==> config.mk <==
export PLATFORM = sky130hd
export DESIGN_NAME = rieu_ram
export DESIGN_NICKNAME = d
export VERILOG_FILES = /design/src/rtl/rieu_ram.sv
export SDC_FILE = /design/constraint.sdc
export NUM_CORES = 1
export LEC_CHECK = 0
export BUFFER_PORTS_ARGS = -buffer_cell sky130_fd_sc_hd__clkbuf_2
export CAP_MARGIN = 20
export CORE_ASPECT_RATIO = 2
export CORE_MARGIN = 2
export CORE_UTILIZATION = 60
export CTS_CLUSTER_DIAMETER = 80
export DETAILED_ROUTE_END_ITERATION = 12
export PLACE_DENSITY = 0.77
export SYNTH_ARGS = -nofsm -noshare
export SYNTH_HDL_FRONTEND = slang
export SYNTH_SLANG_ARGS = --single-unit
==> constraint.sdc <==
create_clock -name clk_i -period 6.8 [get_ports clk_i]
set_input_delay 0.68 -clock clk_i [delete_from_list [all_inputs] [get_ports clk_i]]
set_output_delay 0.68 -clock clk_i [all_outputs]
set_load 0.1 [all_outputs]
==> src/rtl/rieu_ram.sv <==
// ----------------------------------------------------------------------------
// rieu_ram
// Generic single-write, single-read RAM with registered read (read-first).
// ----------------------------------------------------------------------------
`timescale 1ns / 1ps

module rieu_ram #(
  parameter int unsigned Width = 32,
  parameter int unsigned Depth = 32
) (
  input  logic                     clk_i,
  input  logic                     we_i,
  input  logic [$clog2(Depth)-1:0] waddr_i,
  input  logic [Width-1:0]         wdata_i,
  input  logic                     re_i,
  input  logic [$clog2(Depth)-1:0] raddr_i,
  output logic [Width-1:0]         rdata_o
);

  logic [Width-1:0] mem_q [Depth];
  logic [Width-1:0] rdata_q;

  always_ff @(posedge clk_i) begin
    if (we_i) begin
      mem_q[waddr_i] <= wdata_i;
    end
    if (re_i) begin
      rdata_q <= mem_q[raddr_i];
    end
  end

  assign rdata_o = rdata_q;

endmodule

**Word level (Yosys, flattened, before mapping)**

Memories as Yosys holds them, arrays and structs flattened. A register that Yosys moved wholly into a read port is not among the register bits.
Cells that the tools add are included.

- Memories: 1
- Word-level logic and storage cells: 3
- Output and inout bits: 32
- Bits of input ports: 45
- Bits in writable memories: 1024
- Register bits: 0

- Muxes and demuxes: 2

Memories:

| name | words | bits a word | read ports | clocked after Yosys merged registers in | wr ports | line | RTL |
|---|---|---|---|---|---|---|---|
| mem_q | 32 | 32 | 1 | 1 | 1 | 20 | `logic [Width-1:0] mem_q [Depth];` |

Operator list:

| cell | number |
|---|---|
| 1-bit two-way mux | 2 |

**Depth between registers and ports, before layout**

- Depth after elaboration: 2
- Gate-level depth with buffers: 8
- Mapped depth without buffers: 5

**Worst setup path after synthesis**

No wires, ideal clock.

- Path type: in2reg
- Start point: input port waddr_i[1]
- End point: memory mem_q[12][0], enable pin
- Cell stages on the path: 3
- Arrival time: 2693 ps
- Setup slack: 3686 ps
- Buffers on the path: 1
- Library setup time: 421 ps
- Data required time: 6379 ps
- Cell sequence: or3b_2 -> clkbuf_1 -> nor2_1

RTL lines:

| what | line | RTL |
|---|---|---|
| from (decl) | 13 | `input logic [$clog2(Depth)-1:0] waddr_i,` |
| to (decl) | 20 |  |

No word-level cell before the write port.

==> results.md <==
* Outcome: finished clean
* Sw Pwr at 2.789 mW
* Final hold viol count at 0
* Cell taking the most area after synthesis: edfxtp_1
* Yosys warning count at 0
* DIE AREA at 70240 sq um
* FF-to-FF Start: mem_q[5][19]
* Postcts setup bufs at 0
* Worst vdd ir at 196.4 uV
* TritonCTS Buffers at 81
* Worst setup margin at 4013 ps
* TritonRoute pass-1 iters at 7
* Critical Setup Path Class: input port to flop
* Sw frac at 0.2137
* Most common cell in the netlist: edfxtp_1
* Crit path max fanout at 94
* Final setup viols at 0
* Core area at 67560 sq um
* RSZ-0062 raised after global routing: false
* Setup TNS at 0 ps
* DRT iter0 DRCs at 2569
* Final instance area at 45050 sq um
* Final Critical Period at 2787 ps
* Avg Inst Size Synth at 18.06 sq um
* First-pass GRT wire length at 143.5 mm
* Max_slew headroom at 0.2863
* Clock root cell: clkbuf_16
* TritonCTS clock tree: built
* Starting Density at 0.6039
* Largest delay share family, worst path: buffers and inverters
* GRT Util Overall at 0.2846
* Layout cells sized above 1 at 0.1240
* Worst path slowest cell: buf_4
* Io pins at 77
* Logic pwr share at 0.059
* Crit path required time at 7190 ps
* Antenna Nets Post-Route at 0
* Mapped Cells at 2260
* HPWL after DPL at 48.09 mm
* Post-synth top area share at 0.7771
* Slew @ Worst Pin at 1071 ps
* Pwr Total at 13.05 mW
* WHS at 624.1 ps
* Clock transition at the registers of the reported paths at 80 ps
* Fillers at 4347
* CP arrival at 3180 ps
* Sequential share of power at 0.559
* Largest net degree at the start of global routing at 129
* Die W at 188.4 um
* Total gr overflow at 0
* Vias in the first global route at 21860
* Clock share of power at 0.382
* Number of remaining DRC errors at 0
* Yosys reg bits at 1056
* Nets at 2389
* Hold buffer count at CTS at 0
* FP Rows at 135
* DR vias/cell at 6.564
* Die height at 372.8 um
* Maxcap violations at 0
* Slew Viols, Final at 0
* Async S/R FF share, synth at 0
* Power density cells at 289.6 nW/um^2
* Final period utilization at 0.4098
* Syn Nets at 2305
* CP Capture Type: flop
* Antenna violations before repair at 2
* Ranking of synthesized cells by area: edfxtp_1 (78%), mux2i_1 (13%), a22oi_1 (1.8%), a22o_1 (1.4%), nand3_1 (1.2%)
* RePlAce Congestion at 0.7566
* I/O Buffers at 76
* Worst Hold Launch: wdata_i[15]
* Unique masters post-synth at 24
* Placed instance area at 42250 sq um
* Cell-internal power at 10.26 mW
* Mapped Area at 40810 sq um
* Sequential share of the synthesized area at 0.7771
* Worst min-delay path class: input port to flop
* Post-cts resize count at 0
* Layout area overhead at 10.41%
* Max frequency at 0.3588 GHz
* Top cells by count, synth: edfxtp_1 (1056), mux2i_1 (512), nand2_1 (98), nand3_1 (98)
* Launch point of the worst path: raddr_i[0]
* Routed WL at 99.26 mm
* Routed wire per std cell at 30.04 um
* Critical-path cell list: buf_8 > buf_4 > mux2i_1 > a22o_1 > nor3_1 > a31oi_1 > nand3_1
* Most used DFF post-synth: edfxtp_1
* CTS max path bufs at 3
* Via Count at 21690
* CTS H-tree lvls at 3
* Layout Skew at 16.84 ps
* Pre-CTS WS at 3430 ps
* CP startpoint kind: input port
* Clock Sinks at 1056
* WP buf/inv at 2
* Area of the multi-input gates at 8610 sq um
* Post-synth EDFFs at 1056
* Max stage delay on crit path at 830 ps
* Leakage power at 15.58 nW
* Register Area at 31710 sq um
* Clk_lat worst skew at 650 ps
==> final timing paths <==
path / depth (start not counted) / to / slack [ps]
setup reg to reg: 5 / rdata_o[19] / 5340
hold / removal: 1 / mem_q[14][15] / 620
hold reg to reg: 4 / rdata_o[6] / 670
setup / recovery: 7 / rdata_o[28] / 4010
==> per-layer routing <==
metal | wire (um) | vias up | GRT usage
li1 | - | 9161 | -
met1 | 34060 | 11130 | 0.3346
met2 | 53260 | 1112 | 0.5104
met3 | 6782 | 282 | 0.04015
met4 | 5153 | 2 | 0.1400
met5 | 10 | - | 0
==> metrics by stage <==
| step | cells | util |
|---|---|---|
| global placement | 3151 | 0.6254 |
| detailed placement | 3151 | 0.6254 |
| global route | 3302 | 0.6667 |
| finish | 3304 | 0.6668 |
| CTS | 3302 | 0.6667 |
| floorplan | 2260 | - |
==> power groups by stage <==
stage	sequential [mW]	clock [mW]	combinational, mW
final	7.29	4.99	0.765
after CTS	7.30	5.03	0.760
after global routing	7.30	5.27	0.803
after detailed placement	7.44	0	0.756
after global placement	7.43	0	0.736
after floorplan	7.56	0	0.374
==> cells by family after synthesis <==
logic type | Yosys count | share of synthesized area
AOI/OAI and AO/OA | 288 | 0.04808
muxes | 512 | 0.1256
buffers and inverters | 127 | 0.01846
and+or+nand+nor | 277 | 0.03076
DFF | 1056 | 0.7771
==> flip-flops by register name, summed over array words and instances (netlist names) <==
name,cells
rdata_o,32
mem_q,1024
==> worst register-to-register path: stages (launching register included) <==
cell      delay (ps)
edfxtp_1         410
mux2i_1          220
a22o_1           170
nor3_1            50
a31oi_1          260
nand3_1          100
==> layout make-up <==
class | count | area share
sequential | 1056 | 0.7038
multi-input combinational | 1077 | 0.1911
clock buffer | 97 | 0.04916
tap | 890 | 0.02472
timing repair buffer | 128 | 0.01816
clock inverter | 54 | 0.01291
antenna | 2 | 0.0001111
==> cells in the final DEF, fill, tap and decap left out, types with 2 or more instances in the layout <==
master	instances
a21oi_1	96
nand3_1	98
mux2i_1	512
edfxtp_1	1056
diode_2	2
clkinvlp_4	8
clkbuf_16	87
nor3_1	32
clkbuf_2	75
clkinv_2	19
a22o_1	64
clkbuf_1	10
or3b_2	3
a31oi_1	32
buf_12	3
nor2_4	33
nand2b_2	2
nand3b_1	5
buf_4	49
bufinv_16	12
nand2_1	97
clkinv_1	13
a22oi_1	96
Power figures use the tool's default switching activity.
