==> src/rtl/rieu_pkg.sv <==
// ----------------------------------------------------------------------------
// rieu_pkg
// Widths, opcodes and shared types of the instruction execute unit.
// ----------------------------------------------------------------------------
`timescale 1ns / 1ps

package rieu_pkg;

  localparam int unsigned MemWordsDef  = 2048;
  localparam int unsigned ProgWordsDef = 1024;

  localparam int unsigned XLen    = 32;
  localparam int unsigned RegIdxW = 5;
  localparam int unsigned NumRegs = 32;
  localparam int unsigned OpW     = 4;

  localparam logic [OpW-1:0] OpAdd  = 4'd0;
  localparam logic [OpW-1:0] OpSub  = 4'd1;
  localparam logic [OpW-1:0] OpMuli = 4'd2;
  localparam logic [OpW-1:0] OpAddi = 4'd3;
  localparam logic [OpW-1:0] OpBne  = 4'd4;
  localparam logic [OpW-1:0] OpAndi = 4'd5;
  localparam logic [OpW-1:0] OpOri  = 4'd6;
  localparam logic [OpW-1:0] OpJ    = 4'd7;
  localparam logic [OpW-1:0] OpSll  = 4'd8;
  localparam logic [OpW-1:0] OpSrl  = 4'd9;
  localparam logic [OpW-1:0] OpLw   = 4'd10;
  localparam logic [OpW-1:0] OpSw   = 4'd11;

  // register write / forward beat
  typedef struct packed {
    logic               en;
    logic [RegIdxW-1:0] idx;
    logic [XLen-1:0]    val;
  } rieu_fwd_t;

  // decoded control of one instruction
  typedef struct packed {
    logic wr;     // register write, destination nonzero
    logic ld;
    logic st;
    logic mul;
    logic redir;
  } rieu_ctl_t;

endpackage

==> src/rtl/rieu_exec.sv <==
// ----------------------------------------------------------------------------
// rieu_exec
// Decode and execute: ALU, multiplier, effective address, branch target.
// ----------------------------------------------------------------------------
`timescale 1ns / 1ps

module rieu_exec #(
  parameter int unsigned MemAddrW = 11,
  parameter int unsigned PcW      = 10
) (
  input  logic [rieu_pkg::XLen-1:0] iw_i,
  input  logic [PcW-1:0]            pc_i,
  input  logic [rieu_pkg::XLen-1:0] a_i,
  input  logic [rieu_pkg::XLen-1:0] b_i,
  input  logic [rieu_pkg::XLen-1:0] c_i,
  output rieu_pkg::rieu_ctl_t       ctl_o,
  output logic [rieu_pkg::XLen-1:0] val_o,
  output logic [rieu_pkg::XLen-1:0] prod_o,
  output logic [MemAddrW-1:0]       ea_o,
  output logic [PcW-1:0]            npc_o
);
  import rieu_pkg::*;

  logic [OpW-1:0]     op;
  logic [RegIdxW-1:0] r1;
  logic [XLen-1:0]    imm;
  logic [12:0]        shamt;
  logic [XLen-1:0]    sum_ea;
  logic [XLen-1:0]    br_tgt;
  logic               wr;

  assign op     = iw_i[31:28];
  assign r1     = iw_i[27:23];
  assign imm    = {{14{iw_i[17]}}, iw_i[17:0]};
  assign shamt  = iw_i[12:0];
  assign sum_ea = b_i + imm;
  assign br_tgt = XLen'(pc_i) + XLen'(1) + imm;
  assign prod_o = b_i * imm;

  always_comb begin
    wr        = 1'b0;
    ctl_o     = '0;
    val_o     = '0;
    ea_o      = '0;
    npc_o     = '0;
    case (op)
      OpAdd: begin
        wr    = 1'b1;
        val_o = b_i + c_i;
      end
      OpSub: begin
        wr    = 1'b1;
        val_o = b_i - c_i;
      end
      OpMuli: begin
        wr        = 1'b1;
        ctl_o.mul = 1'b1;
      end
      OpAddi: begin
        wr    = 1'b1;
        val_o = sum_ea;
      end
      OpBne: begin
        if (b_i != a_i) begin
          ctl_o.redir = 1'b1;
          npc_o       = br_tgt[PcW-1:0];
        end
      end
      OpAndi: begin
        wr    = 1'b1;
        val_o = b_i & imm;
      end
      OpOri: begin
        wr    = 1'b1;
        val_o = b_i | imm;
      end
      OpJ: begin
        ctl_o.redir = 1'b1;
        npc_o       = iw_i[PcW-1:0];
      end
      OpSll: begin
        wr    = 1'b1;
        val_o = (shamt[12:5] == '0) ? (b_i << shamt[4:0]) : '0;
      end
      OpSrl: begin
        wr    = 1'b1;
        val_o = (shamt[12:5] == '0) ? (b_i >> shamt[4:0]) : '0;
      end
      OpLw: begin
        wr       = 1'b1;
        ctl_o.ld = 1'b1;
        ea_o     = sum_ea[MemAddrW-1:0];
      end
      OpSw: begin
        ctl_o.st = 1'b1;
        ea_o     = sum_ea[MemAddrW-1:0];
      end
      default: begin
        wr = 1'b0;
      end
    endcase
    ctl_o.wr = wr && (r1 != '0);
  end

endmodule

==> config.mk <==
export PLATFORM = sky130hd
export DESIGN_NAME = rieu_exec
export DESIGN_NICKNAME = d
export VERILOG_FILES = /design/src/rtl/rieu_pkg.sv /design/src/rtl/rieu_exec.sv
export SDC_FILE = /design/constraint.sdc
export NUM_CORES = 2
export LEC_CHECK = 0
export ABC_AREA = 1
export BUFFER_PORTS_ARGS = -buffer_cell sky130_fd_sc_hd__buf_4
export CAP_MARGIN = 20
export CORE_UTILIZATION = 45
export DETAILED_ROUTE_END_ITERATION = 10
export PLACE_DENSITY = 0.73
export SLEW_MARGIN = 5
export SYNTH_ARGS = -nofsm -noshare
export SYNTH_HDL_FRONTEND = slang
export SYNTH_SLANG_ARGS = --single-unit
export TNS_END_PERCENT = 30
==> constraint.sdc <==
create_clock -name vclk -period 9.45
set_input_delay 1.4175 -clock vclk [all_inputs]
set_output_delay 1.4175 -clock vclk [all_outputs]
set_load 0.01 [all_outputs]
# --- Yosys cells after proc, flatten, opt, wreduce, memory -nomap -nowiden ---
# Cells that the tools add are included.
word_totals:
  ff_bits: 0
  word_cells: 40
  output_inout_bits: 90
  input_bits: 138
classes:
  n_shift: 2
  n_bitwise: 2
  multipliers: 1
  addsub: 5
  mux: 12
  n_reduce_logical: 6
  eq_ne: 12
ops:
  columns: ["operator", "count"]
  rows:
  - ["$pmux 32 s7", 1]
  - ["$add 32x32->32", 2]
  - ["$mux 32", 2]
  - ["$and 32x32->32", 1]
  - ["$mul 32x18->32", 1]
  - ["$ne 32x32->1", 1]
  - ["$or 32x32->32", 1]
  - ["$shl 32x5->32", 1]
  - ["$shr 32x5->32", 1]
  - ["$sub 32x32->32", 1]
  - ["$pmux 10 s2", 1]
  - ["$eq 4x3->1 const B", 4]
  - ["$eq 4x4->1 const B", 4]
  - ["$mux 11", 1]
  - ["$add 10x1->10 const B", 1]
  - ["$add 10x10->10", 1]
  - ["$mux 10", 1]
  - ["$reduce_or 9->1", 1]
  - ["$eq 4x2->1 const B", 2]
  - ["$logic_not 8->1", 1]
  - ["$mux 1", 5]
  - ["$reduce_bool 5->1", 1]
  - ["$eq 4x1->1 const B", 1]
  - ["$logic_not 4->1", 1]
  - ["other kinds (3)", 3]

# --- Logic depth before layout (Yosys ltp) ---
logic_depth:
  depth_word: 4
  ltp_mapped: 31
  ltp_nobuf: 26

# --- Worst setup path after synthesis ---
# No wires, ideal clock.
synth_timing:
  kind: "in2out"
  from: "in iw_i[3] (netlist bit)"
  to: "out prod_o[31] (netlist bit)"
  path_stages: 24
  arrival_ns: 6.772
  required_ns: 8.033
  path_buffers: 3
  slack_ns: 1.261
  cell_sequence: "buf_2 > buf_1 > buf_1 > nand2_1 > fa_1 > inv_1 > fa_1 > inv_1 > fa_1 > fa_1 > inv_1 > fa_1 > inv_1 > fa_1 > inv_1 > ha_1 > nand2_1 > nor3_1 > nand4_1 > or2_2 > nand3_1 > inv_1 > nand3_1 > nand2_1"
synth_between:
  elab_chain_len: 1
synth_rtl:
  columns: ["item", "line_no", "text"]
  rows:
  - ["from (decl)", "rieu_exec.sv:11", "input logic [rieu_pkg::XLen-1:0] iw_i,"]
  - ["$mul 32x18->32", "rieu_exec.sv:38", "assign prod_o = b_i * imm;"]
  - ["to (decl)", "rieu_exec.sv:18", "output logic [rieu_pkg::XLen-1:0] prod_o,"]
# No other way between the ends.

# --- Worst setup path after layout ---
layout_timing:
  from: "in b_i[10] (netlist bit)"
  to: "out prod_o[26] (netlist bit)"
layout_between:
  elab_chain_len: 1
layout_rtl:
  columns: ["item", "line_no", "text"]
  rows:
  - ["from (decl)", "rieu_exec.sv:14", "input logic [rieu_pkg::XLen-1:0] b_i,"]
  - ["$mul 32x18->32", "rieu_exec.sv:38", null]
# No other way between the ends.

==> metrics list <==
* Kind of launch point of the worst setup path: input port
- Leakage: 15.0 nW
* Result of the run: finished, final reports clean
- At the pin with the least slew margin, the transition time is just over 1000 ps.
* Global route total overflow: 0
- The congestion estimate from routability-driven global placement came to 1.06.
* Worst vdd ir: 1070 uV
- The critical path is of the in2out type.
- In the routed design, unresolved DRC markers number 0.
- For this run, the post-layout net count is approximately 4600.
* Average routed wire per standard cell: 19.0 um
- Total Die Area: 54200 um2
- Crit. End Element: output pin
- Via Count: between 20000 and 25000
- The layout has 0 clock buffers.
- Setup TNS Final: 0 ps
* Number of buffers inserted by port buffering: 223
- Data on the critical path arrives at its endpoint at 7300 ps.
- Aggregate global-route resource usage: 0.327
- Maximum capacitance violations: 0
- Number of buffers added for setup after CTS: 0
- Fin area: ~26000 um2
* Unrepaired setup endpoints after global routing: false
- In this run the cell area of the synthesized design comes to 24000 um2.
- By area the synthesized netlist is led by sky130_fd_sc_hd__fa_1, sky130_fd_sc_hd__nand2_1, sky130_fd_sc_hd__inv_1, sky130_fd_sc_hd__ha_1, sky130_fd_sc_hd__nand3_1.
- sky130_fd_sc_hd__nand2_1 is the most common cell in the netlist.
- At the worst endpoint, the required time is 8030 ps.
- Half-perimeter wire length after detailed placement: 73300 um
- Net switching power: 6.15 mW
* Warnings, synthesis: 0
- Power density over the cells: 405 nW/um2
- Cell types with the highest counts after synthesis: sky130_fd_sc_hd__nand2_1, sky130_fd_sc_hd__inv_1, sky130_fd_sc_hd__fa_1
- The completed layout was analyzed and its total power is approximately 11 mW.
- Wire length of the first global-routing pass: 136000 um
- Internal Pwr Total: 4.38 mW
- Final ANT Viol Nets: 0
- Of the cells placed in the final design, the portion with a size suffix greater than 1 is 0.0782.
- Of all nets on the critical path, the largest fanout is 17.
- Antenna violations before repair: 0
- Num sequential: 0
- The number of global-route vias before repair was 24843.
- Switching part of the total: 0.584
* Headroom to the max-slew limit: 0.312
- Placeable Area: approximately 53000 um2
* Count of antenna diodes in the layout: 0
- Synthesis produced ~3900 cells.
- Fraction of power consumed by the clock network: 0
- Setup-failing EPs final: 0
- Counting I/O delays and the setup requirement, the final critical path takes 8720 ps.
- After detailed routing, the number of vias per cell comes to 5.36.
- The share of total power dissipated in sequential elements is 0.
- Number of nets produced by synthesis: between 4000 and 5000
- Post-synthesis sequential area ratio: 0
- DIE WIDTH: around 230 um
- Area share of the largest cell type after synthesis: 0.280
* Top cell type by total area after synthesis: sky130_fd_sc_hd__fa_1
- Ratio of final minimum period to clock period: 0.923
- For this run, the detailed router's first-pass iteration total came to 6.
* Combinational power share: 1.000
- In this run the cell area measured after placement is between 20000 and 30000 um2.
* Post-CTS Hold Fix Bufs: 0
- Area growth from synthesis to layout: 8.25%
- Flip-flop and latch area: 0 um2
- DRT Wirelength: 88300 um
- Gates resized during post-CTS repair numbered 0.
* Max Slew Vio Count: 0
- Maximum number of pins on one net before global-route repair: 55
- Height of the die: 233 um
* Violation count after the first detailed-routing iteration: 1613
- Avg Inst Size Synth: 6.18 um2
- Row Count: 84
* Worst hold path class: in2out
- The synthesized netlist contains 50 unique library cells.
- Final Hold Violating Endpoints: 0
- Top-level I/O count: 228
- Derived from the worst setup path, the maximum achievable clock frequency is 115 MHz.
- Hold WS: roughly 3200 ps
* Effective utilization at floorplan: 0.456
[kinds of logic (layout without fill, tap and decap cells)]
kind of cell / after synthesis / in the layout / synth area share
buffers and inverters: 1076 / 1163 / 0.174
xor gates and xnor gates: 107 / 107 / 0.0391
AOI/OAI and AO/OA: 460 / 460 / 0.107
adders and majority gates: 536 / 536 / 0.385
and+or+nand+nor: 1691 / 1691 / 0.292
muxes: 9 / 9 / 0.00376
[power by group through the flow]
stage | registers (mW) | clock network [mW] | logic (mW)
final | 0 | 0 | 10.5
after global routing | 0 | 0 | 12.0
after CTS | 0 | 0 | 10.5
after detailed placement | 0 | 0 | 10.5
after global placement | 0 | 0 | 10.4
after floorplan | 0 | 0 | 6.76
[final cells by class]
cell class | instances | area, um2
fill | 5522 | 26700
tap | 688 | 861
inverter | 917 | 3440
timing repair buffer | 246 | 1850
multi-input combinational | 2803 | 19800
[metrics by stage]
stage,std cells,utilization,worst slack [ps]
2_1_floorplan,3879,-,1260
3_5_place_dp,4654,0.493,746
6_report,4654,0.493,729
5_1_grt,4654,0.493,355
4_1_cts,4654,0.493,740
3_3_place_gp,4654,0.493,796
[layer usage]
metal | global-route usage | vias to the layer above | part of all wire
li1 | - | 11921 | -
met2 | 0.566 | 1115 | 0.47
met3 | 0.0457 | 189 | 0.082
met1 | 0.403 | 11736 | 0.40
met4 | 0.142 | 0 | 0.049
met5 | 0 | - | 0
[critical path: stages]
cell and delay [ps]:
sky130_fd_sc_hd__buf_4 310, sky130_fd_sc_hd__ha_1 280, sky130_fd_sc_hd__inv_1 190, sky130_fd_sc_hd__fa_1 550, sky130_fd_sc_hd__inv_1 50, sky130_fd_sc_hd__fa_1 490
sky130_fd_sc_hd__fa_1 460, sky130_fd_sc_hd__fa_1 480, sky130_fd_sc_hd__fa_1 500, sky130_fd_sc_hd__inv_1 50, sky130_fd_sc_hd__fa_1 470, sky130_fd_sc_hd__inv_1 40
sky130_fd_sc_hd__ha_1 340, sky130_fd_sc_hd__a21oi_1 300, sky130_fd_sc_hd__o21ai_0 130, sky130_fd_sc_hd__a21oi_1 380, sky130_fd_sc_hd__nand3_1 240, sky130_fd_sc_hd__nand2_1 110
sky130_fd_sc_hd__nand2_1 80, sky130_fd_sc_hd__nand2_1 70, sky130_fd_sc_hd__nand2_1 50, sky130_fd_sc_hd__xor2_1 150, sky130_fd_sc_hd__buf_4 140
[cells in the final DEF, fill, tap and decap left out, types with 4 or more instances in the layout]
| cell type | count |
|---|---|
| sky130_fd_sc_hd__o211ai_1 | 23 |
| sky130_fd_sc_hd__a21boi_0 | 6 |
| sky130_fd_sc_hd__nor3_1 | 30 |
| sky130_fd_sc_hd__or2_1 | 4 |
| sky130_fd_sc_hd__o21bai_1 | 10 |
| sky130_fd_sc_hd__a21oi_2 | 4 |
| sky130_fd_sc_hd__a21o_1 | 13 |
| sky130_fd_sc_hd__nand3_1 | 222 |
| sky130_fd_sc_hd__nor2_1 | 249 |
| sky130_fd_sc_hd__nand2_2 | 6 |
| sky130_fd_sc_hd__mux2i_1 | 9 |
| sky130_fd_sc_hd__nor4_1 | 6 |
| sky130_fd_sc_hd__nand3b_1 | 20 |
| sky130_fd_sc_hd__a31oi_1 | 8 |
| sky130_fd_sc_hd__nor2_2 | 7 |
| sky130_fd_sc_hd__o21a_1 | 4 |
| sky130_fd_sc_hd__nand2_1 | 1076 |
| sky130_fd_sc_hd__or2_2 | 17 |
| sky130_fd_sc_hd__inv_2 | 24 |
| sky130_fd_sc_hd__xnor2_1 | 38 |
| sky130_fd_sc_hd__o21ai_1 | 50 |
| sky130_fd_sc_hd__xor2_1 | 69 |
| sky130_fd_sc_hd__nand4_1 | 46 |
| sky130_fd_sc_hd__o22ai_1 | 31 |
| sky130_fd_sc_hd__fa_1 | 336 |
| sky130_fd_sc_hd__o21ai_0 | 126 |
| sky130_fd_sc_hd__a21oi_1 | 169 |
| sky130_fd_sc_hd__ha_1 | 200 |
| sky130_fd_sc_hd__inv_1 | 891 |
| sky130_fd_sc_hd__buf_4 | 246 |
[final timing paths]
| path | start | end | slack, ps | cells after the start |
|---|---|---|---|---|
| setup / recovery | b_i[10] | prod_o[26] | 730 | 23 |
| hold / removal | iw_i[23] | ctl_o[4] | 3170 | 4 |
No activity file was read; power rests on OpenSTA's default activity.
