--- config.mk ---
export PLATFORM = sky130hd
export DESIGN_NAME = rieu_regfile
export DESIGN_NICKNAME = d
export VERILOG_FILES = /design/src/rtl/rieu_pkg.sv /design/src/rtl/rieu_ram.sv /design/src/rtl/rieu_regfile.sv
export SDC_FILE = /design/constraint.sdc
export NUM_CORES = 2
export LEC_CHECK = 0
export ABC_AREA = 0
export BUFFER_PORTS_ARGS = -buffer_cell sky130_fd_sc_hd__clkbuf_2
export CAP_MARGIN = 20
export CELL_PAD_IN_SITES_DETAIL_PLACEMENT = 0
export CELL_PAD_IN_SITES_GLOBAL_PLACEMENT = 1
export CORE_MARGIN = 2
export CORE_UTILIZATION = 35
export CTS_CLUSTER_DIAMETER = 60
export DETAILED_ROUTE_END_ITERATION = 6
export PLACE_DENSITY = 0.62
export SYNTH_ARGS = -nofsm -noshare
export SYNTH_HDL_FRONTEND = slang
export SYNTH_HIERARCHICAL = 1
export SYNTH_SLANG_ARGS = --single-unit
--- constraint.sdc ---
create_clock -name clk_i -period 2.8 [get_ports clk_i]
set_input_delay 0.7 -clock clk_i [delete_from_list [all_inputs] [get_ports clk_i]]
set_output_delay 0.7 -clock clk_i [all_outputs]
set_load 0.03 [all_outputs]
--- src/rtl/rieu_pkg.sv ---
// ----------------------------------------------------------------------------
// rieu_pkg
// Widths, opcodes and shared types of the instruction execute unit.
// ----------------------------------------------------------------------------
`timescale 1ns / 1ps

package rieu_pkg;

  localparam int unsigned MemWordsDef  = 2048;
  localparam int unsigned ProgWordsDef = 1024;

  localparam int unsigned XLen    = 32;
  localparam int unsigned RegIdxW = 5;
  localparam int unsigned NumRegs = 32;
  localparam int unsigned OpW     = 4;

  localparam logic [OpW-1:0] OpAdd  = 4'd0;
  localparam logic [OpW-1:0] OpSub  = 4'd1;
  localparam logic [OpW-1:0] OpMuli = 4'd2;
  localparam logic [OpW-1:0] OpAddi = 4'd3;
  localparam logic [OpW-1:0] OpBne  = 4'd4;
  localparam logic [OpW-1:0] OpAndi = 4'd5;
  localparam logic [OpW-1:0] OpOri  = 4'd6;
  localparam logic [OpW-1:0] OpJ    = 4'd7;
  localparam logic [OpW-1:0] OpSll  = 4'd8;
  localparam logic [OpW-1:0] OpSrl  = 4'd9;
  localparam logic [OpW-1:0] OpLw   = 4'd10;
  localparam logic [OpW-1:0] OpSw   = 4'd11;

  // register write / forward beat
  typedef struct packed {
    logic               en;
    logic [RegIdxW-1:0] idx;
    logic [XLen-1:0]    val;
  } rieu_fwd_t;

  // decoded control of one instruction
  typedef struct packed {
    logic wr;     // register write, destination nonzero
    logic ld;
    logic st;
    logic mul;
    logic redir;
  } rieu_ctl_t;

endpackage

--- src/rtl/rieu_ram.sv ---
// ----------------------------------------------------------------------------
// rieu_ram
// Generic single-write, single-read RAM with registered read (read-first).
// ----------------------------------------------------------------------------
`timescale 1ns / 1ps

module rieu_ram #(
  parameter int unsigned Width = 32,
  parameter int unsigned Depth = 32
) (
  input  logic                     clk_i,
  input  logic                     we_i,
  input  logic [$clog2(Depth)-1:0] waddr_i,
  input  logic [Width-1:0]         wdata_i,
  input  logic                     re_i,
  input  logic [$clog2(Depth)-1:0] raddr_i,
  output logic [Width-1:0]         rdata_o
);

  logic [Width-1:0] mem_q [Depth];
  logic [Width-1:0] rdata_q;

  always_ff @(posedge clk_i) begin
    if (we_i) begin
      mem_q[waddr_i] <= wdata_i;
    end
    if (re_i) begin
      rdata_q <= mem_q[raddr_i];
    end
  end

  assign rdata_o = rdata_q;

endmodule

--- src/rtl/rieu_regfile.sv ---
// ----------------------------------------------------------------------------
// rieu_regfile
// Three-read register file on replicated RAMs, per-entry valid bits for the
// reset value, and bypass from the result stage and the last write.
// ----------------------------------------------------------------------------
`timescale 1ns / 1ps

module rieu_regfile (
  input  logic                                clk_i,
  input  logic                                rst_ni,
  input  logic                                re_i,
  input  logic [rieu_pkg::RegIdxW-1:0]        raddr_a_i,
  input  logic [rieu_pkg::RegIdxW-1:0]        raddr_b_i,
  input  logic [rieu_pkg::RegIdxW-1:0]        raddr_c_i,
  input  rieu_pkg::rieu_fwd_t                 wr_i,
  input  rieu_pkg::rieu_fwd_t                 fwd_i,
  output logic [rieu_pkg::XLen-1:0]           rdata_a_o,
  output logic [rieu_pkg::XLen-1:0]           rdata_b_o,
  output logic [rieu_pkg::XLen-1:0]           rdata_c_o
);
  import rieu_pkg::*;

  localparam int unsigned NumPorts = 3;

  logic [NumRegs-1:0]                 valid_q, valid_d;
  logic [NumPorts-1:0][RegIdxW-1:0]   raddr;
  logic [NumPorts-1:0][RegIdxW-1:0]   ridx_q;
  logic [NumPorts-1:0]                rv_q;
  logic [NumPorts-1:0][XLen-1:0]      ram_rdata;
  logic [NumPorts-1:0][XLen-1:0]      rdata;
  rieu_fwd_t                          last_q;

  assign raddr[0] = raddr_a_i;
  assign raddr[1] = raddr_b_i;
  assign raddr[2] = raddr_c_i;

  for (genvar p = 0; p < NumPorts; p++) begin : g_port
    rieu_ram #(
      .Width(XLen),
      .Depth(NumRegs)
    ) u_ram (
      .clk_i  (clk_i),
      .we_i   (wr_i.en),
      .waddr_i(wr_i.idx),
      .wdata_i(wr_i.val),
      .re_i   (re_i),
      .raddr_i(raddr[p]),
      .rdata_o(ram_rdata[p])
    );

    always_comb begin
      if (ridx_q[p] == '0) begin
        rdata[p] = '0;
      end else if (fwd_i.en && (fwd_i.idx == ridx_q[p])) begin
        rdata[p] = fwd_i.val;
      end else if (last_q.en && (last_q.idx == ridx_q[p])) begin
        rdata[p] = last_q.val;
      end else if (rv_q[p]) begin
        rdata[p] = ram_rdata[p];
      end else begin
        rdata[p] = '0;
      end
    end
  end

  always_comb begin
    valid_d = valid_q;
    if (wr_i.en) begin
      valid_d[wr_i.idx] = 1'b1;
    end
  end

  always_ff @(posedge clk_i or negedge rst_ni) begin
    if (!rst_ni) begin
      valid_q <= '0;
      last_q  <= '0;
      rv_q    <= '0;
      ridx_q  <= '0;
    end else begin
      valid_q <= valid_d;
      if (wr_i.en) begin
        last_q <= wr_i;
      end
      if (re_i) begin
        ridx_q <= raddr;
        for (int p = 0; p < NumPorts; p++) begin
          rv_q[p] <= valid_q[raddr[p]];
        end
      end
    end
  end

  assign rdata_a_o = rdata[0];
  assign rdata_b_o = rdata[1];
  assign rdata_c_o = rdata[2];

endmodule

After elaboration in Yosys (flattened, before gate mapping):

Memory sizes are Yosys's and may differ from the RTL's. A register that Yosys moved wholly into a read port is not among the register bits.
Index checks and enable logic that the tools add are counted.

* $add $sub $neg: 0
* order comparisons: 5
* equality and inequality tests: 6
* $mul: 0
* shift-type cells: 0
* multiplexer cells: 22
* div/mod/pow operators: 0
* reductions and logical operators: 10
* bitwise logic cells: 1

Operator list (count)
* 32-bit 2-to-1 mux: 12
* 32-bit OR: 1
* 5-bit equality test: 6
* 5-bit by 6-bit less-than comparator with 1-bit output, second input constant: 4
* 1-bit binary-select mux with 5-bit select: 3
* 5-bit zero test: 3
* 1-bit logical AND: 7
* 1-bit 2-to-1 mux: 6
* 1-bit demux with 5-bit select: 1
* 5-bit by 1-bit greater-or-equal comparator with 1-bit output, second input constant: 1

* RAM bits: 3072
* memories kept: 3
* input port bits: 94
* latch bits: 0
* register bits: 88
* logic and storage cells: 55
* memory bits (read-only): 0

Memories
* g_port[0].u_ram.mem_q: words 32, bits a word 32, rd ports 1, clocked after memory_dff 1, write ports 1, RTL line rieu_ram.sv:20 `logic [Width-1:0] mem_q [Depth];`
* g_port[1].u_ram.mem_q: words 32, bits a word 32, rd ports 1, clocked after memory_dff 1, write ports 1, RTL line rieu_ram.sv:20
* g_port[2].u_ram.mem_q: words 32, bits a word 32, rd ports 1, clocked after memory_dff 1, write ports 1, RTL line rieu_ram.sv:20

Longest topological paths before layout:

* word-level depth: 5
* depth in mapped cells: 8

Cells and area by module:

The synthesis kept the hierarchy.

Modules (own cells, without submodules)
* rieu_ram: sequential area each 31710.4 um^2, instances 3, area an instance 40805.4 um^2, cells each 2260
* rieu_regfile: sequential area each 2202.1 um^2, instances 1, area an instance 7623.6 um^2, cells each 769

Least setup slack after synthesis:

Ideal clock, no wire load.

* path kind: input port to flip-flop
* from: input port wr_i[33] (netlist name)
* to: memory g_port[0].u_ram.mem_q[12][0] (enable)
* slack: -0.334 ns
* path buffers: 1
* arrival time: 2.713 ns
* library setup time: 0.421 ns
* cell stages on the path: 3
* path through: or3b_2 -> clkbuf_1 -> nor2_1

RTL lines
* start: declaration: RTL line rieu_regfile.sv:15 `input rieu_pkg::rieu_fwd_t wr_i,`
* end: declaration: RTL line rieu_ram.sv:20

No word-level cell before the write port.

Worst setup path after layout:

* from: register last_q[33] (netlist name)
* to: output port rdata_b_o[12] (netlist name)

* longest elaborated chain between the ends: 5

Ends and longest elaborated chain
* start: declaration: RTL line rieu_regfile.sv:31 `rieu_fwd_t last_q;`
* start signal: assignment: RTL line rieu_regfile.sv:82 `last_q <= wr_i;`
* 5-bit equality test: RTL line rieu_regfile.sv:56 `end else if (last_q.en && (last_q.idx == ridx_q[p])) begin`
* 1-bit logical AND: RTL line rieu_regfile.sv:56
* 32-bit 2-to-1 mux: RTL line rieu_regfile.sv:56
* 32-bit 2-to-1 mux: RTL line rieu_regfile.sv:54 `end else if (fwd_i.en && (fwd_i.idx == ridx_q[p])) begin`
* 32-bit 2-to-1 mux: RTL line rieu_regfile.sv:52 `if (ridx_q[p] == '0) begin`
* end: declaration: RTL line rieu_regfile.sv:18 `output logic [rieu_pkg::XLen-1:0] rdata_b_o,`

No other way between the ends.

==> results_dict.tcl <==
set metrics [dict create \
    outcome "complete, but fails checks" \
    failed_checks "setup timing" \
    arrival_ns 3.22 \
    cap_violations 0 \
    ios 190 \
    ff_latch_area_um2 97300 \
    place.gp.congestion 0.826 \
    routed-via-count 73600 \
    sw_frac_of_total_pct 23.5 \
    ys_seq_elements 3256 \
    die_h_um 614 \
    filler_cell_count 32500 \
    root_buffer "clkbuf_16" \
    grt_start_max_net_pins 98 \
    number_of_nets_in_the_synthesized_netlist 7643 \
    synth_enable_flop_cells 3168 \
    synth_cells 7549 \
    clock_power_share_pct 42.3 \
    synthesis.area_per_instance_um2 17.2 \
    worst_slew_pin_slew_ns 1.03 \
    fin_worst_skew_ns 0.100 \
    cts_tree "built" \
    comb_power_share_pct 8.6 \
    post_synth_most_frequent_cells "edfxtp_1 (3168), mux2i_1 (1665), nand3_1 (299)" \
    detailed_place_hpwl_um 252000 \
    cts-htree-levels 5 \
    portion_of_the_post_synthesis_area_used_by_sequential_elements_pct 74.8 \
    fp-row-count 223 \
    wire_length_of_the_first_global_routing_pass_um 556000 \
    gr-usage-all-layers_pct 20.7 \
    grt_setup_unrepaired "true" \
    power_per_cell_area_nw_per_um2 702 \
    cts_num_sinks 3256 \
    fmaxAchievable_mhz 255 \
    final-hold-violation-count 0 \
    critical_path.startpoint_type "flip-flop" \
    layout-drive-gt1-share_pct 22.0 \
    synth_most_common_cell "edfxtp_1" \
    setup_slack_of_the_most_critical_reg_to_reg_path_ns 0.97 \
    chipWidth_um 614 \
    crit_type "flip-flop to output port" \
    die-area_um2 376000 \
    final_worst_path_cycle_share_pct 140 \
    antenna_found_initial 32 \
    max-slew-margin-rel_pct 31.4 \
    detail_route.wl_per_cell_um 29.4 \
    synth.cell_area_um2 130000 \
    internal_dissipation_w 0.0857 \
    flow.area_growth_from_synthesis_pct 22.6 \
    drtIter0Drc 7584 \
    placed_cells 13000 \
    ys_async_sr_fraction_pct 2.70 \
    post_synth_num_cell_types 48 \
    finalNonFillerCells 13700 \
    timing.critical_path.to_type "output port" \
    path_max_fanout 8 \
    setup_slack_ns -1.12 \
    setup_viol 96 \
    path_category_of_the_worst_min_delay_check "primary input to flip-flop" \
    ctsLongestPathBuffers 4 \
    peakVddDrop_uv 523 \
    maxSlewViolCount 0 \
    clk_latency_ns 0.94 \
    worst_setup_hold_path_clk_slew_ns 0.06 \
    final.min_clock_period_ns 3.92 \
    power_leakage_nw 56.1 \
    ys_dominant_reg_cell "edfxtp_1" \
    seq_power_share_pct 49.2 \
    detail_route.vias_per_cell 5.36 \
    multi_input_comb_area_um2 32100 \
    drtAntennaViolNets 0 \
    final_nets 8560 \
    post-synth-top-area-cell "edfxtp_1" \
    total_clock_buffers_created_by_cts 363 \
    critPathRequiredTime_ns 2.10 \
    netlist_top_cells_area "edfxtp_1 (73%), mux2i_1 (13%), dfrtp_1 (1.7%)" \
    netlist.area_leader.share_pct 73.2 \
    p_sw_w 0.0263 \
    core_area_um2 369000 \
    drt_pass1_iterations 5 \
    pre_cts_slack_ns -1.03 \
    detail_route.drc_violations 0 \
    first_global_vias 72700 \
    synth.yosys.warnings 6 \
    drt_wl_total_um 403000 \
    buffer_ports.inserted 189 \
    globalRouteOverflowTotal 0 \
    floorplan.initialDensity_pct 35.2 \
]
-- flip-flops by register name, summed over array words and instances, names as in the netlist --
signal and cells:
g_port.u_ram/mem_q 3072, rv_q 3, g_port.u_ram/rdata_o 96, ridx_q 15, last_q 38, valid_q 32
-- power groups by stage --
| stage | sequential, W | clock, W | combinational, W |
|---|---|---|---|
| floorplan | 0.0557 | 0 | 0.00428 |
| detailed placement | 0.0561 | 0 | 0.00888 |
| global route | 0.0551 | 0.0501 | 0.0100 |
| global placement | 0.0560 | 0 | 0.00879 |
| CTS | 0.0550 | 0.0481 | 0.00927 |
| finish | 0.0551 | 0.0473 | 0.00959 |
-- through the flow --
stage | utilization, % | power [W] | hold slack (ns) | area [um^2] | setup TNS [ns]
2_1_floorplan | - | 0.0600 | 0.404 | 130000 | -428.85
6_report | 43.2 | 0.112 | 0.128 | 159000 | -95.86
5_1_grt | 43.2 | 0.115 | 0.116 | 159000 | -104.74
3_5_place_dp | 39.3 | 0.0649 | 0.483 | 145000 | -31.66
3_3_place_gp | 39.3 | 0.0648 | 0.470 | 145000 | -30.32
4_1_cts | 42.8 | 0.112 | 0.0786 | 158000 | -101.60
-- area by class of cell --
class                      count  share of cell area (%)
clock buffer                 432                    5.96
inverter                       5                  0.0118
timing repair buffer        1000                    7.49
antenna                       17                  0.0267
multi-input combinational   3840                    20.1
sequential                  3256                    61.0
clock inverter               233                    1.48
tap                         4950                    3.88
-- critical path: stages, from the launching register on --
cell	delay [ns]
dfrtp_1	0.43
buf_4	0.16
xor2_1	0.17
nor4_2	0.18
and3_4	0.33
buf_8	0.18
buf_12	0.16
buf_4	0.13
mux2i_2	0.23
a211oi_2	0.10
buf_4	0.18
-- kinds of logic (layout without fill, tap and decap cells) --
family,Yosys count,count (layout),synth area share [%]
DFF,3256,3256,74.8
muxes,1728,1728,13.5
and+or+nand+nor,1071,1071,3.88
AOI/OAI and AO/OA,1011,1011,5.47
buffers and inverters,453,1670,2.09
xor gates and xnor gates,30,30,0.202
other,0,17,0
-- repair_timing --
| action | in CTS | in global routing |
|---|---|---|
| setup endpoints to repair | 96 | 96 |
| endpoints found under the hold margin | 88 | 0 |
| gates resized for setup | 245 | 246 |
| pin swaps | 41 | 50 |
| hold buffers | 1 | 0 |
| buffers inserted | 13 | 23 |
| gates cloned | 6 | 10 |
-- worst paths after layout --
kind	from	to	depth (start not counted)
setup reg to reg	g_port[1].u_ram/mem_q[0][13]	g_port[1].u_ram/rdata_o[13]	7
hold reg to reg	valid_q[19]	valid_q[19]	1
max in group asynchronous	rst_ni	valid_q[25]	3
hold / removal	wr_i[14]	g_port[1].u_ram/mem_q[5][14]	1
min in group asynchronous	rst_ni	last_q[24]	3
setup / recovery	last_q[33]	rdata_b_o[12]	10
-- cells in the final DEF (no fill, tap or decap), types with 67 or more instances in the layout --
cell type	n
a211oi_2	82
a21oi_1	294
a22o_1	192
a22oi_1	288
a31oi_1	96
and2_1	96
buf_12	314
buf_4	553
clkbuf_16	375
clkinv_1	78
clkinv_2	67
dfrtp_1	85
edfxtp_1	3168
mux2i_1	1584
nand2_1	298
nand3_1	296
nor2_1	69
nor2_4	122
nor3_1	97
-- routing by layer --
layer	GRT usage (%)	vias to the layer above	part of all wire [%]
li1	-	31800	-
met1	28.8	38600	43
met2	34.0	2607	47
met3	2.47	526	6.4
met4	6.05	0	3.3
met5	0	-	0
No activity file was read; power rests on OpenSTA's default activity.
